[config.mk]
export PLATFORM = sky130hd
export DESIGN_NAME = bcda_emit
export DESIGN_NICKNAME = d
export VERILOG_FILES = /design/src/rtl/core/bcda_pkg.sv /design/src/rtl/core/bcda_emit.sv
export SDC_FILE = /design/constraint.sdc
export NUM_CORES = 1
export LEC_CHECK = 0
export ABC_AREA = 1
export ABC_CLOCK_PERIOD_IN_PS = 3300
export BUFFER_PORTS_ARGS = -buffer_cell sky130_fd_sc_hd__buf_2
export CAP_MARGIN = 25
export CORE_UTILIZATION = 45
export CTS_BUF_LIST = sky130_fd_sc_hd__clkbuf_16
export DETAILED_ROUTE_END_ITERATION = 10
export PLACE_DENSITY = 0.76
export SYNTH_ARGS = -nofsm -noshare
export SYNTH_HDL_FRONTEND = slang
export SYNTH_SLANG_ARGS = --single-unit
[constraint.sdc]
create_clock -name clk_i -period 3.3 [get_ports clk_i]
set_input_delay 0.495 -clock clk_i [delete_from_list [all_inputs] [get_ports clk_i]]
set_output_delay 0.495 -clock clk_i [all_outputs]
set_load 0.005 [all_outputs]
[src/rtl/core/bcda_pkg.sv]
// Shared types, widths and constants for the binary to decimal ASCII converter.
// No dependencies; every other file of the block imports this package.
`default_nettype none

package bcda_pkg;

  localparam int unsigned VALUE_W    = 32;
  // Decimal digits of the widest 32-bit value: one chain cell per digit.
  localparam int unsigned NUM_DIGITS = 10;
  // Digit buffer depth; runs are cut to this many least significant digits.
  localparam int unsigned MAX_DIGITS = 10;
  localparam int unsigned DIGIT_W    = 4;
  localparam int unsigned CNT_W      = 4;
  localparam int unsigned IDX_W      = $clog2(NUM_DIGITS);
  localparam int unsigned CHAR_W     = 6;
  localparam int unsigned STEP_W     = VALUE_W + 2;

  localparam logic [CHAR_W-1:0] ASCII_ZERO = 6'h30;

  // Word handed from cell to cell along the chain.
  typedef struct packed {
    logic [VALUE_W-1:0]            rem;     // part of the value not yet turned into digits
    logic [NUM_DIGITS*DIGIT_W-1:0] digits;  // digit of cell k at slice k, most significant first
    logic [CNT_W-1:0]              count;   // digits in the text, zero until the first nonzero
  } bcda_word_t;

  function automatic logic [STEP_W-1:0] pow10(input int unsigned e);
    logic [STEP_W-1:0] p;
    p = STEP_W'(1);
    for (int unsigned i = 0; i < e; i++) begin
      p = STEP_W'(p * STEP_W'(10));
    end
    return p;
  endfunction

endpackage

`default_nettype wire

[src/rtl/core/bcda_emit.sv]
// Serializer at the end of the chain: sends one ASCII digit word per cycle while out_ready_i is high.
// Depends on bcda_pkg for the word type and widths.
`default_nettype none

module bcda_emit import bcda_pkg::*; (
  input  wire logic           clk_i,
  input  wire logic           rst_ni,
  input  wire logic           in_valid_i,
  output logic                in_ready_o,
  input  wire bcda_word_t     in_word_i,
  output logic                out_valid_o,
  input  wire logic           out_ready_i,
  output logic [CHAR_W-1:0]   out_char_o,
  output logic [CNT_W-1:0]    out_count_o,
  output logic                out_last_o
);

  localparam logic [CNT_W-1:0] MAX_CNT =
    CNT_W'((MAX_DIGITS < NUM_DIGITS) ? MAX_DIGITS : NUM_DIGITS);
  localparam logic [IDX_W-1:0] LAST_IDX = IDX_W'(NUM_DIGITS - 1);

  logic                          valid_q;
  logic [NUM_DIGITS*DIGIT_W-1:0] digits_q;
  logic [CNT_W-1:0]              count_q;
  logic [IDX_W-1:0]              idx_q;
  logic [CNT_W-1:0]              cnt_eff;
  logic [DIGIT_W-1:0]            digit;
  logic                          load;

  assign out_last_o  = (idx_q == LAST_IDX);
  assign in_ready_o  = !valid_q || (out_ready_i && out_last_o);
  assign load        = in_valid_i && in_ready_o;
  assign out_valid_o = valid_q;
  assign out_count_o = count_q;
  assign digit       = digits_q[idx_q*DIGIT_W +: DIGIT_W];
  assign out_char_o  = ASCII_ZERO + CHAR_W'(digit);

  // Keep only the buffer's worth of low digits.
  assign cnt_eff = (in_word_i.count > MAX_CNT) ? MAX_CNT : in_word_i.count;

  always_ff @(posedge clk_i or negedge rst_ni) begin
    if (!rst_ni) begin
      valid_q <= 1'b0;
    end else if (in_ready_o) begin
      valid_q <= in_valid_i;
    end
  end

  always_ff @(posedge clk_i) begin
    if (load) begin
      digits_q <= in_word_i.digits;
      count_q  <= cnt_eff;
      idx_q    <= IDX_W'(CNT_W'(NUM_DIGITS) - cnt_eff);
    end else if (valid_q && out_ready_i && !out_last_o) begin
      idx_q <= idx_q + IDX_W'(1);
    end
  end

endmodule

`default_nettype wire

Word-level counts from Yosys, hierarchy flattened
Cells that the tools add are included.

word-level totals
  bits in latches = 0
  RAM bits = 0
  bits in read-only memories = 0
  memories = 0
  bits in registers = 49
  word-level logic and storage cells = 21

cells by class
  magnitude comparators = 1
  shift-type cells = 1
  eq/ne operators = 1
  bitwise operators = 0
  multiplexer cells = 3
  divide/modulo/power cells = 0
  $add $sub $neg = 3
  reductions and logical operators = 8
  multiply operators = 0

operator list
  operator                                     number
  indexed part select 40 x 7 -> 4 bit          1
  2-to-1 mux 4 bit                             3
  adder 5 x 5 -> 6 bit, first input constant   1
  adder 4 x 1 -> 4 bit, second input constant  1
  equality test 4 bit, second input constant   1
  > comparator 4 bit, second input constant    1
  logical AND 1 bit                            4
  subtractor 4 bit, first input constant       1
  zero test 1 bit                              2
  nonzero test 2 bit                           1
  logical OR 1 bit                             1

Depth between registers and ports, before layout
  depth after elaboration = 5
  mapped depth = 8
  mapped depth without buffers = 7

Worst setup path after synthesis
OpenSTA, ideal clock, no wires.

  path kind = reg2reg
  from = register idx_q[1]
  to = register digits_q[0], enable pin
  setup slack = 0.843 ns
  setup time = 0.398 ns
  path buffers = 1
  stages on the path, launching flop included = 8
  period minus slack after synthesis = 2.457 ns
  arrival time = 2.058 ns
  cells stage by stage = edfxtp_1 -> clkinv_1 -> ha_1 -> nand3_4 -> o21ai_4 -> nand2_2 -> buf_6 -> inv_1

on the way
  word-level cells in the longest chain between the ends = 4

RTL lines
  item                      RTL line         source
  start: declaration        bcda_emit.sv:25  logic [IDX_W-1:0] idx_q;
  start signal: assignment  bcda_emit.sv:53  idx_q <= IDX_W'(CNT_W'(NUM_DIGITS) - cnt_eff);
  start signal: assignment  bcda_emit.sv:55  idx_q <= idx_q + IDX_W'(1);
  equality test 4 bit       bcda_emit.sv:30  assign out_last_o = (idx_q == LAST_IDX);
  logical AND 1 bit         bcda_emit.sv:31  assign in_ready_o = !valid_q || (out_ready_i && out_last_o);
  logical OR 1 bit          bcda_emit.sv:31
  net in_ready_o            bcda_emit.sv:9   output logic in_ready_o,
  logical AND 1 bit         bcda_emit.sv:32  assign load = in_valid_i && in_ready_o;
  net load                  bcda_emit.sv:28  logic load;
  end signal: assignment    bcda_emit.sv:51  digits_q <= in_word_i.digits;
  end: declaration          bcda_emit.sv:23  logic [NUM_DIGITS*DIGIT_W-1:0] digits_q;

The timed path passes the listed nets, and every way through them passes these cells.
A chain may end at the register's enable or synchronous reset.

Worst setup path in the final report
  from = register idx_q[0]
  to = output port out_char_o[1]

on the way
  word-level cells in the longest chain between the ends = 2

RTL lines
  item                                 RTL line         source
  indexed part select 40 x 7 -> 4 bit  bcda_emit.sv:35  assign digit = digits_q[idx_q*DIGIT_W +: DIGIT_W];
  adder 5 x 5 -> 6 bit                 bcda_emit.sv:36  assign out_char_o = ASCII_ZERO + CHAR_W'(digit);
  end: declaration                     bcda_emit.sv:13  output logic [CHAR_W-1:0] out_char_o,

Every way passes these cells.

==> results.md <==
* 4.490 — vias per cell
* 0.5495 ns — transition at the pin with the smallest max-transition slack
* 0 — final-report hold violation count
* 21 — number of different library cells in the post-synthesis netlist
* 5 — Num CTS Buffers
* 10.71 µm² — Avg Inst Size Synth
* 23.09% — area added between synthesis and finish
* 49 — CTS Sinks
* 93 — I/O pin count
* 0 — number of antenna violations at the first check in global routing
* flop — kind of launch point of the worst setup path
* 0.005235 mm² — Die Outline Area
* 0.002569 mm² — post-place instance area
* 72.35 µm — floorplan die width
* 0.04722 — met3 GRT Util
* 58 — number of port buffers
* 0.0003886 V — peak supply drop
* 0.06 ns — clock input transition at the sequential cells of the worst setup and hold paths
* 0 — global-route congestion overflow total
* 70 x nand2_1, 58 x buf_2, 48 x edfxtp_1 — commonest cells after routing, fill and taps aside
* 0.6337 — remaining max-slew budget at the tightest pin
* 0 — number of gates resized after cts
* 208 — gate count after technology mapping
* 0.002741 mm² — finished layout cell area
* nand3_1 — most repeated library cell on the critical path
* 0.2852 — share of layout cells above drive strength 1
* 3936 µm — Total Wirelength
* 0.004097 ns — maximum clock skew at final layout
* 72.35 µm — die extent in y
* 0 — total of max-cap violations
* 0 — Final Setup Violations
* 12 — Crit Path Max Fanout
* 2 — deepest clock path buffer count
* edfxtp_1 — Critical-path top delay cell
* 1,492 — via count of the first global-routing pass
* finished clean — outcome
* 0.7408 — final period utilization
* 0 — Ys Warns
* 0.002227 mm² — cell area after synthesis
* 0.001297 µW — static power due to leakage
* 6437 µm — wire length of the first global-routing pass
* in2reg — path category of the worst min-delay check
* nand2_1 — commonest non-fill, non-tap cell in the layout
* 49 — number of storage elements in the synthesis netlist
* buffers and inverters — crit-path leading delay family
* output port — element type at the critical path end
* no — setup repair after global routing missed its margin
* 0.1931 — met1 global-route usage
* 2.445 ns — shortest clock period the worst path allows after layout
* clkbuf_16 — clock root cell
* reg2out — worst setup path class
* met2 — Most Crowded Layer GR
* 25 — FP Rows
* 808.2 mW/mm² — total power per unit cell area
* 0.6584 — fraction of the yosys area taken by sequential cells
* 352 — nets@finish
* 3 — count of buffer and inverter cells on the critical path
* 0.56 ns — maximum cell stage delay along the critical path
* 2744 µm — sum of net half-perimeters after detailed placement
* 11.68 µm — Wirelength per Cell
* 1,513 — Via Count
* 0.4684 — effective utilization at floorplan
* 0 ns — final-layout setup total negative slack
* 0.1688 — aggregate global-route resource usage
* 2.80 ns — required time at the endpoint of the critical path
* 0 — diodes inserted
* 0 — max-slew violation count
* 1.95 ns — signal arrival time at the worst endpoint
* 0 — remaining routing DRC violations
* 0.2960 — routing usage on met2
* 2 — number of H-tree branching levels
* 45 — largest net degree at the start of global routing
* 0.4091 GHz — Fmax
* 78 — drt first-iter violations
* 0.7422 — last weighted congestion value of the routability-driven placer
* 0 — number of nets with antenna violations after detailed routing
* 4 — Detailed Routing Iterations Pass 1
* built — clock tree from TritonCTS
* 0.004755 mm² — core box area
* inv_1 > buf_4 > nand2_1 > nand3_1 > nand3_1 > nand3_1 > nand2_1 > buf_2 — critical path cell sequence
* 0.28 ns — clock latency of the later-clocked register in the worst-skew pair
cell type report:
class	count	area, µm²
Sequential cell	49	1466
Multi-Input combinational cell	114	558.0
Inverter	36	140.1
Fill cell	425	2013
Clock buffer	5	125.1
Clock inverter	3	37.54
Tap cell	67	83.83
Timing Repair Buffer	63	330.3
what timing repair did:
| item | CTS | global route |
|---|---|---|
| hold buffers | 1 | 0 |
| hold endpoints to repair | 1 | 0 |
| setup buffers | 0 | 0 |
Yosys cell counts (all sizes together):
master / number / share of area
ha: 3 / 0.017
dfrtp: 1 / 0.011
clkinv: 2 / 0.0056
or2: 1 / 0.0028
a21o: 1 / 0.0034
buf: 9 / 0.028
edfxtp: 48 / 0.65
clkbuf: 1 / 0.0017
conb: 1 / 0.0017
nand3: 27 / 0.066
inv: 34 / 0.057
nor3: 1 / 0.0022
xor2: 3 / 0.012
o21ai: 5 / 0.023
nand2: 71 / 0.12
final timing paths:
check	end	depth (start not counted)	slack (ns)	startpoint
worst max-delay path	out_char_o[1]	8	0.86	idx_q[0]$_DFFE_PP_
worst min-delay path	digits_q[21]$_DFFE_PP_	1	0.38	in_word_i[25]
worst max register to register	digits_q[29]$_DFFE_PP_	6	1.08	idx_q[0]$_DFFE_PP_
worst min register to register	out_valid_o$_DFFE_PN0N_	2	0.58	out_valid_o$_DFFE_PN0N_
max in group asynchronous	out_valid_o$_DFFE_PN0N_	2	2.71	rst_ni
min in group asynchronous	out_valid_o$_DFFE_PN0N_	2	0.51	rst_ni
through the flow:
step / std cells / total power, µW / worst slack (ns) / hold slack, ns / utilization
floorplan: 209 / 1459 / 0.8433 / 0.1994 / -
global placement: 328 / 1658 / 1.118 / 0.2713 / 0.5403
detailed placement: 328 / 1679 / 1.070 / 0.2706 / 0.5403
CTS: 337 / 2239 / 0.8461 / 0.3821 / 0.5766
global route: 337 / 2375 / 0.7239 / 0.3748 / 0.5766
finish: 337 / 2216 / 0.8554 / 0.3827 / 0.5766
cell families after synthesis:
kind of cell / share of synthesized area
AO/OA/AOI/OAI: 0.02641
XOR/XNOR: 0.01180
adder cells (fa/ha/maj): 0.01686
buffers and inverters: 0.09269
flip-flops: 0.6584
other: 0.001684
AND/OR/NAND/NOR: 0.1921
sequential cells by signal, indices dropped and copies added, names as in the netlist:
register,count
digits_q,40
idx_q,4
out_count_o,4
out_valid_o,1
worst register-to-register path, delay by kind of cell, from the launching register on:
kind	cells	cell delay, ns
flops	1	0.58
buf+inv	2	0.54
simple gates	2	0.28
fa+ha+maj	1	0.26
compound gates	1	0.15
report_power, final:
group | total [µW] | internal (µW) | switching, µW
Combinational | 727 | 279 | 448
Sequential | 935 | 854 | 80.0
Clock | 554 | 352 | 202
Total | 2220 | 1480 | 731
metal layers:
layer,up-vias,share of wire,routed length [µm]
li1,783,-,-
met1,667,0.40,1556
met2,54,0.53,2081
met3,9,0.054,213
met4,0,0.022,85
met5,-,0,0
Power figures use the tool's default switching activity.
