<file path="config.mk">
export PLATFORM = sky130hd
export DESIGN_NAME = bcda_cell
export DESIGN_NICKNAME = d
export VERILOG_FILES = /design/src/rtl/core/bcda_pkg.sv /design/src/rtl/core/bcda_cell.sv
export SDC_FILE = /design/constraint.sdc
export NUM_CORES = 1
export LEC_CHECK = 0
export ABC_AREA = 1
export BUFFER_PORTS_ARGS = -buffer_cell sky130_fd_sc_hd__buf_2
export CAP_MARGIN = 20
export CORE_MARGIN = 3
export CORE_UTILIZATION = 45
export CTS_BUF_LIST = sky130_fd_sc_hd__clkbuf_8 sky130_fd_sc_hd__clkbuf_16
export DETAILED_ROUTE_END_ITERATION = 10
export PLACE_DENSITY = 0.75
export SYNTH_ARGS = -nofsm -noshare
export SYNTH_HDL_FRONTEND = slang
export SYNTH_SLANG_ARGS = --single-unit
</file>
<file path="constraint.sdc">
create_clock -name clk_i -period 7 [get_ports clk_i]
set_clock_uncertainty 0.15 [all_clocks]
set_input_delay 0.35 -clock clk_i [delete_from_list [all_inputs] [get_ports clk_i]]
set_output_delay 0.35 -clock clk_i [all_outputs]
set_load 0.02 [all_outputs]
</file>
<file path="src/rtl/core/bcda_pkg.sv">
// Shared types, widths and constants for the binary to decimal ASCII converter.
// No dependencies; every other file of the block imports this package.
`default_nettype none

package bcda_pkg;

  localparam int unsigned VALUE_W    = 32;
  // Decimal digits of the widest 32-bit value: one chain cell per digit.
  localparam int unsigned NUM_DIGITS = 10;
  // Digit buffer depth; runs are cut to this many least significant digits.
  localparam int unsigned MAX_DIGITS = 10;
  localparam int unsigned DIGIT_W    = 4;
  localparam int unsigned CNT_W      = 4;
  localparam int unsigned IDX_W      = $clog2(NUM_DIGITS);
  localparam int unsigned CHAR_W     = 6;
  localparam int unsigned STEP_W     = VALUE_W + 2;

  localparam logic [CHAR_W-1:0] ASCII_ZERO = 6'h30;

  // Word handed from cell to cell along the chain.
  typedef struct packed {
    logic [VALUE_W-1:0]            rem;     // part of the value not yet turned into digits
    logic [NUM_DIGITS*DIGIT_W-1:0] digits;  // digit of cell k at slice k, most significant first
    logic [CNT_W-1:0]              count;   // digits in the text, zero until the first nonzero
  } bcda_word_t;

  function automatic logic [STEP_W-1:0] pow10(input int unsigned e);
    logic [STEP_W-1:0] p;
    p = STEP_W'(1);
    for (int unsigned i = 0; i < e; i++) begin
      p = STEP_W'(p * STEP_W'(10));
    end
    return p;
  endfunction

endpackage

`default_nettype wire

</file>
<file path="src/rtl/core/bcda_cell.sv">
// One chain cell: extracts the decimal digit for one power of ten.
// Depends on bcda_pkg for the word type and the pow10 function.
`default_nettype none

module bcda_cell import bcda_pkg::*; #(
  parameter int unsigned POS = 0
) (
  input  wire logic       clk_i,
  input  wire logic       rst_ni,
  input  wire logic       in_valid_i,
  output logic            in_ready_o,
  input  wire bcda_word_t in_word_i,
  output logic            out_valid_o,
  input  wire logic       out_ready_i,
  output bcda_word_t      out_word_o
);

  localparam int unsigned EXP = NUM_DIGITS - 1 - POS;
  localparam logic [STEP_W-1:0] PWR = pow10(EXP);

  logic              valid_q;
  bcda_word_t        word_q, word_d;
  logic [DIGIT_W-1:0] digit;
  logic [STEP_W-1:0]  sub;
  logic [STEP_W-1:0]  rem_ext;

  assign in_ready_o  = !valid_q || out_ready_i;
  assign out_valid_o = valid_q;
  assign out_word_o  = word_q;

  // Pick the largest multiple of the power that fits, then take it off.
  always_comb begin
    rem_ext = STEP_W'(in_word_i.rem);
    digit   = '0;
    sub     = '0;
    for (int unsigned j = 1; j < 10; j++) begin
      if (rem_ext >= STEP_W'(PWR * STEP_W'(j))) begin
        digit = DIGIT_W'(j);
        sub   = STEP_W'(PWR * STEP_W'(j));
      end
    end
    word_d        = in_word_i;
    word_d.rem    = VALUE_W'(rem_ext - sub);
    word_d.digits[POS*DIGIT_W +: DIGIT_W] = digit;
    if (in_word_i.count == '0 && (digit != '0 || POS == NUM_DIGITS - 1)) begin
      word_d.count = CNT_W'(NUM_DIGITS - POS);
    end
  end

  always_ff @(posedge clk_i or negedge rst_ni) begin
    if (!rst_ni) begin
      valid_q <= 1'b0;
    end else if (in_ready_o) begin
      valid_q <= in_valid_i;
    end
  end

  always_ff @(posedge clk_i) begin
    if (in_valid_i && in_ready_o) begin
      word_q <= word_d;
    end
  end

endmodule

`default_nettype wire

</file>
Word level (Yosys, flattened, before mapping) --
Cells that the tools add are included.
Cells by class: $add $sub $neg 1, reduce and logical (&&, ||, !) cells 6, muxes and demuxes 10, order comparisons 5
Operator list (count):
- $mux 32 | 3
- $ge 32x32->1 const B | 2
- $ge 32x34->1 const B | 1
- $ge 32x30->1 const B | 1
- $ge 32x31->1 const B | 1
- $sub 32x32->32 | 1
- $mux 31 | 1
- $mux 30 | 1
- $mux 4 | 3
- $logic_not 4->1 | 1
- $reduce_bool 4->1 | 1
- $logic_and 1x1->1 | 2
- $mux 2 | 1
- $logic_not 1->1 | 1
- $logic_or 1x1->1 | 1
- $mux 1 | 1
Storage, ports and cells: bits in registers 77

Longest topological paths before layout --
Gate-level depths: netlist of the first run.
word-level depth 8, gate-level depth with buffers 25, mapped depth without buffers 25

Worst setup path before layout of the first run --
Ideal clock, no wire load.
path type register to register, start reg valid_q, in the netlist out_valid_o, end reg word_q (netlist bit out_word_o[0]) (enable), required time 6.317 ns, buffers on the path 0, data arrival time 4.149 ns, stages on the path, launching flop included 2, setup slack 2.168 ns, cells stage by stage dfrtp_1 a21oi_1
On the way: cells in the longest elaborated chain, start to end 3
RTL lines:
- from (decl) | RTL line bcda_cell.sv:21 | logic valid_q;
- from (signal assigned) | RTL line bcda_cell.sv:54 | valid_q <= in_valid_i;
- $logic_not 1->1 | RTL line bcda_cell.sv:27 | assign in_ready_o = !valid_q || out_ready_i;
- $logic_or 1x1->1 | RTL line bcda_cell.sv:27
- $logic_and 1x1->1 | RTL line bcda_cell.sv:59 | if (in_valid_i && in_ready_o) begin
- to (signal assigned) | RTL line bcda_cell.sv:60 | word_q <= word_d;
- to (decl) | RTL line bcda_cell.sv:22 | bcda_word_t word_q, word_d;
Every way passes these cells. A chain may end at the register's enable or synchronous reset.

==> results of run 1 <==
==> registers in the layout, summed over array words and instances, names as in the netlist <==
register,count
out_valid_o,1
out_word_o,75
==> worst reg2reg max path, cell delays in order (launching register included) <==
cell	delay, ns
dfrtp_1	0.43
a21oi_4	0.31
buf_12	0.24
buf_4	0.47
==> routing by layer <==
layer	part of all wire	vias up
met5	0	-
met4	0.014	0
met3	0.090	15
met2	0.49	143
met1	0.40	1552
li1	-	1732
==> path summary, 6_finish.rpt <==
kind / to / depth (start not counted) / slack [ns]
max: out_word_o[71] / 24 / 3.35
max reg2reg: out_word_o[42] / 3 / 5.02
min reg2reg: out_valid_o / 2 / 0.45
max in group asynchronous: out_valid_o / 2 / 6.43
min: out_word_o[22] / 1 / 0.04
min in group asynchronous: out_valid_o / 2 / 0.18
==> report_power, final <==
group	switching, W	internal, W	leakage [nW]
Combinational	0.000184	0.000100	1.69
Clock	0.000164	0.000203	0.108
Sequential	0.00000747	0.000549	0.726
Total	0.000355	0.000852	2.52
==> layout by cell type, fill, tap and decap left out, types with 2 or more instances in the layout <==
master	instances
nor3_1	6
nand2_2	5
o211ai_1	2
nor2_4	2
a21oi_1	23
nor4_1	2
a21o_1	3
edfxtp_1	75
nand3_2	2
a31oi_1	3
nand2_4	2
o21ai_0	13
nand3_1	22
nand2_1	102
buf_2	152
ha_1	20
nor2_2	3
clkbuf_8	9
nor2_1	37
xnor2_1	5
bufinv_16	2
xor2_1	10
nand4_1	6
o21bai_1	3
inv_6	2
inv_1	61
==> stage by stage <==
stage	setup WS [ns]	hold slack (ns)
detailed placement	2.99	-0.0205
finish	3.35	0.0354
global route	2.90	0.0162
floorplan	2.17	-0.0956
CTS	3.36	0.0150
global placement	3.17	-0.0256
==> cell families after synthesis <==
group / share of synthesized area
and+or+nand+nor: 0.210
DFF: 0.561
buffers and inverters: 0.0601
AOI/OAI and AO/OA: 0.0693
adders and majority gates: 0.0666
xor gates and xnor gates: 0.0324
other: 0.000924
==> area by class of cell <==
cell class | count | area, sq um
clock buffers | 9 | 124
inverters | 61 | 229
flip-flops and latches | 76 | 2280
well taps | 108 | 135
clock inverters | 7 | 97.6
multi-input cells | 278 | 1550
fillers | 801 | 3550
repair buffers | 155 | 798
==> results.toml, run 1 <==
[run]
drv_cap = 0

[logic_synthesis]
yosysWarnings = 0
synth_most_common_cell = "nand2_1"
synthTopCellsByCount = "nand2_1, edfxtp_1, inv_1, nor2_1, a21oi_1"
synthTopCellsByArea = "edfxtp_1, nand2_1, ha_1"
yosysSeqAreaShare = 0.561
syn_inst = 418
synth_nets = 519
synth_edf_count = 75
yosysTopAreaCell = "edfxtp_1"
async_flop_share = 0.0132
synth_cell_types = 31
synth_top_area_frac = 0.555
synth_area_sq_um = 4060
synth_ff_type = "edfxtp_1"
syn_area_per_cell_sq_um = 9.71
synth_seq_cells = 76

[worst_hold_path]
hp-class = "in2reg"
min_from = "in_word_i[22]"

[die]
rows = 34
dieArea_sq_um = 10200
die_w_microns = 101
start_util = 0.463
ios = 158
die_y_microns = 101
core_sq_um = 8760

[sta]
grt_setup_unrepaired = "false"
final_hold_viol_count = 0
tightest_slew_ns = 0.584
final.period_utilization = 0.521
slew_viol_final = 0
fin_crit_ns = 3.65
maxSlewHeadroom = 0.607
clock.fmax_mhz = 274
finalSetupTns_ns = 0
setup_violations = 0

[clock_tree]
cts_resized = 0
cts_tree = "yes"
root_buffer = "clkbuf_8"
numCtsBuffers = 9
cts_max_level = 3
cts_hold_buf = 1
clk_latency_ns = 0.33
numClockSinks = 76
clkSlewWorstSetupHoldPaths_ns = 0.08
clk_path_buf_depth = 2
post_cts_buffers = 0

[setup_path]
crit_top_cell = "nand2_1"
worst_ep_required_time_ns = 6.95
worst_ep_arrival_time_ns = 3.60
slowest_delay_ns = 0.54
cp-startpoint = "in_word_i[72]"
r2r-start = "out_valid_o"
path_cells = "buf_2 > nand2_2 > inv_1 > nand2_1 > nor4_1 > o21ai_0 > nand3_1 > a31oi_1 > nand2_1 > inv_1 > nor2_1 > nor2_1 > ha_1 > inv_1 > fa_1 > inv_1 > o31ai_1 > nand2_1 > inv_1 > nand2_1 > nand3_2 > nand2_1 > nand3_1 > nand2_1"
crit_path_max_fanout = 5
critPathBufInv = 6
cp-start-kind = "input port"
critical-path-top-delay-family = "simple AND/OR/NAND/NOR gates"
critical_path_class = "in2reg"
crit_slowest_cell = "o31ai_1"
cp-end-kind = "flip-flop"

[layout]
drive_gt1_frac = 0.316
fin_cells = 694
diodes = 0
final_util = 0.595
area_growth_pct = 28.4
nNetsFinal = 682
final_area_sq_um = 5210

[placed_design]
port_buffers = 152
placed_area_sq_um = 4960
dpl.hpwl_microns = 7730
place_inst = 676
globalplace.congestion = 0.856

[grt]
antenna_found_initial = 0
met3_usage = 0.0360
overflow = 0
grt_usage = 0.185
grt_max_degree = 42
grt.busiest_layer = "met2"
grt_first_pass_wirelength_microns = 15000
grt_pass1_vias = 3215
grtUsageMet1 = 0.229
grt_util_met2 = 0.327

[detailed_routing]
viasPerCell = 4.96
post_drt_wl_per_cell_microns = 14.0
drtAntennaViolNets = 0
drtIter0Drc = 152
drtPass1Iterations = 5
via_count = 3442
postRouteWirelength_microns = 9700
drc = 0

[power]
power.density_nw_per_um2 = 232
ir_worst_vdd_uv = 108
leakage_nw = 2.52
power_w = 0.00121

[run_status]
status = "finished, final reports clean"
Power figures use the tool's default switching activity.
==> run 2, diff against run 1 <==
--- a/config.mk
+++ b/config.mk
@@ -9,10 +9,10 @@
 export BUFFER_PORTS_ARGS = -buffer_cell sky130_fd_sc_hd__buf_2
 export CAP_MARGIN = 20
 export CORE_MARGIN = 3
-export CORE_UTILIZATION = 45
+export CORE_UTILIZATION = 44
 export CTS_BUF_LIST = sky130_fd_sc_hd__clkbuf_8 sky130_fd_sc_hd__clkbuf_16
 export DETAILED_ROUTE_END_ITERATION = 10
-export PLACE_DENSITY = 0.75
+export PLACE_DENSITY = 0.76
 export SYNTH_ARGS = -nofsm -noshare
 export SYNTH_HDL_FRONTEND = slang
 export SYNTH_SLANG_ARGS = --single-unit
==> constraint.sdc (replaced) <==
create_clock -name clk_i -period 3.1 [get_ports clk_i]
set_clock_uncertainty 0.15 [all_clocks]
set_input_delay 0.155 -clock clk_i [delete_from_list [all_inputs] [get_ports clk_i]]
set_output_delay 0.155 -clock clk_i [all_outputs]
set_load 0.02 [all_outputs]
==> results.toml, run 2 (synthesis results as in run 1) <==
[power]
p_comb_frac = 0.292
ir_worst_vdd_uv = 213
power.density_nw_per_um2 = 455
leakage_nw = 3.06
power_w = 0.00290
p_seq_frac = 0.434
intPower_w = 0.00200
sw_frac_of_total = 0.310
p_switching_w = 0.000899
pwr-share-clk = 0.273

[detailed_routing]
via_count = 4028
drtAntennaViolNets = 0
post_drt_wl_per_cell_microns = 15.1
drtPass1Iterations = 4
drc = 0
drtIter0Drc = 187
viasPerCell = 4.96
postRouteWirelength_microns = 12200

[sta]
tightest_slew_ns = 0.572
final.period_utilization = 0.947
grt_setup_unrepaired = "true"
final_hold_viol_count = 0
setup_violations = 0
slew_viol_final = 0
clock.fmax_mhz = 341
maxSlewHeadroom = 0.619
fin_crit_ns = 2.94
layout_setup_ws_ns = 0.165

[placed_design]
globalplace.congestion = 0.902
dpl.hpwl_microns = 8390
port_buffers = 152
pre_cts_ws_ns = -0.271

[clock_tree]
numClockSinks = 76
clkSlewWorstSetupHoldPaths_ns = 0.08
clk_latency_ns = 0.34
root_buffer = "clkbuf_8"
cts_max_level = 3
clk_path_buf_depth = 2
numCtsBuffers = 9
cts_tree = "yes"

[setup_path]
crit_top_cell = "nand2_1"
worstRegToRegCells = 2
r2r-end = "out_word_o[9]"
crit_slowest_cell = "nor4_4"
r2r-start = "out_valid_o"
worst_ep_required_time_ns = 3.05
critical_path_class = "in2reg"
critPathBufInv = 5
slowest_delay_ns = 0.26
cp-start-kind = "input port"
cp-end-kind = "flip-flop"
r2r_setup_slack_ns = 1.48
critical-path-top-delay-family = "simple AND/OR/NAND/NOR gates"
worst_ep_arrival_time_ns = 2.88
crit_path_max_fanout = 5

[die]
die_w_microns = 102
rows = 34
die_y_microns = 102
dieArea_sq_um = 10400
ios = 158
core_sq_um = 8850
start_util = 0.459

[layout]
fill_cells = 650
layout_common_cells = "buf_2, nand2_1, edfxtp_1"
seq_area_sq_um = 2280
nNetsFinal = 800
area_growth_pct = 56.9
largest_reg_flops = 75
multi_input_area_sq_um = 1710
drive_gt1_frac = 0.403
diodes = 0
layout_commonest_cell = "buf_2"

[grt]
antenna_found_initial = 0
overflow = 0
grt_first_pass_wirelength_microns = 18200
grt_max_degree = 48
grt_usage = 0.226
grt_pass1_vias = 3905

[worst_hold_path]
min_from = "in_word_i[54]"
hp-class = "in2reg"
worstHoldPathCells = 3
min_delay_worst_endpoint = "out_word_o[54]"

[run]
drv_cap = 0

[run_status]
status = "finished, final reports clean"
run 2: cell count changes in the layout (fill, tap and decap cells not counted), moves of 4 or more:
cell / delta
buf_4: +67
ha_4: +4
o21ai_1: +4
dlygate4sd3_1: +52
inv_2: +4
o21ai_0: -4
nand2_2: +5
nor2_2: +6
inv_1: -5
nand2_1: -5
ha_1: -5
nor2_1: -8
run 2: per-stage QoR:
step / utilization / hold WS, ns / setup TNS, ns / cell area (sq um) / cells
final: 0.720 / 0.180 / 0 / 6370 / 812
after detailed placement: 0.616 / -0.217 / -2.17 / 5450 / 741
after global placement: 0.616 / -0.220 / -0.687 / 5450 / 741
after global routing: 0.720 / 0.192 / -0.207 / 6370 / 812
after CTS: 0.699 / 0.152 / 0 / 6190 / 810
after floorplan: - / -0.291 / 0 / 4070 / 418
run 2: repair_timing:
item                                   4_1_cts  5_1_grt
buffers inserted                             0        2
resized for setup                            0       43
hold buffers                                53        0
endpoints found under the hold margin       51        0
setup endpoints to repair                    0       13
run 2: per-layer routing:
layer	GRT usage	vias up	wire length, microns
met5	0	-	0
met4	0.0797	0	277
met3	0.0403	27	828
met2	0.417	171	6310
met1	0.263	1855	4820
li1	-	1975	-
run 2: how the worst max path moves through the flow:
stage                        startpoint              to  cells past startpoint
final                     in_word_i[74]  out_word_o[75]                     26
after global routing      in_word_i[74]  out_word_o[71]                     26
after CTS                 in_word_i[74]  out_word_o[75]                     23
after detailed placement  in_word_i[74]  out_word_o[75]                     23
after global placement    in_word_i[74]  out_word_o[75]                     23
after floorplan           in_word_i[75]  out_word_o[71]                     18
run 2: layout make-up:
| class | count | share of cell area |
|---|---|---|
| sequential | 76 | 0.357 |
| timing repair buffer | 273 | 0.283 |
| multi-input combinational | 278 | 0.269 |
| inverter | 61 | 0.0363 |
| tap | 108 | 0.0212 |
| clock buffer | 9 | 0.0194 |
| clock inverter | 7 | 0.0136 |
run 2: worst reg2reg max path, delay by kind of cell, from the launching register on:
kind                   cells  cell delay [ns]
AO/OA/AOI/OAI              1             0.17
buffers and inverters      1             0.49
flip-flops                 1             0.43
run 2: power by group through the flow:
stage | Combinational [W] | Clock [W] | Sequential, W
6_report | 0.000848 | 0.000793 | 0.00126
5_1_grt | 0.000928 | 0.000853 | 0.00127
4_1_cts | 0.000795 | 0.000808 | 0.00126
3_5_place_dp | 0.000739 | 0 | 0.00128
3_3_place_gp | 0.000723 | 0 | 0.00128
2_1_floorplan | 0.000319 | 0 | 0.00139
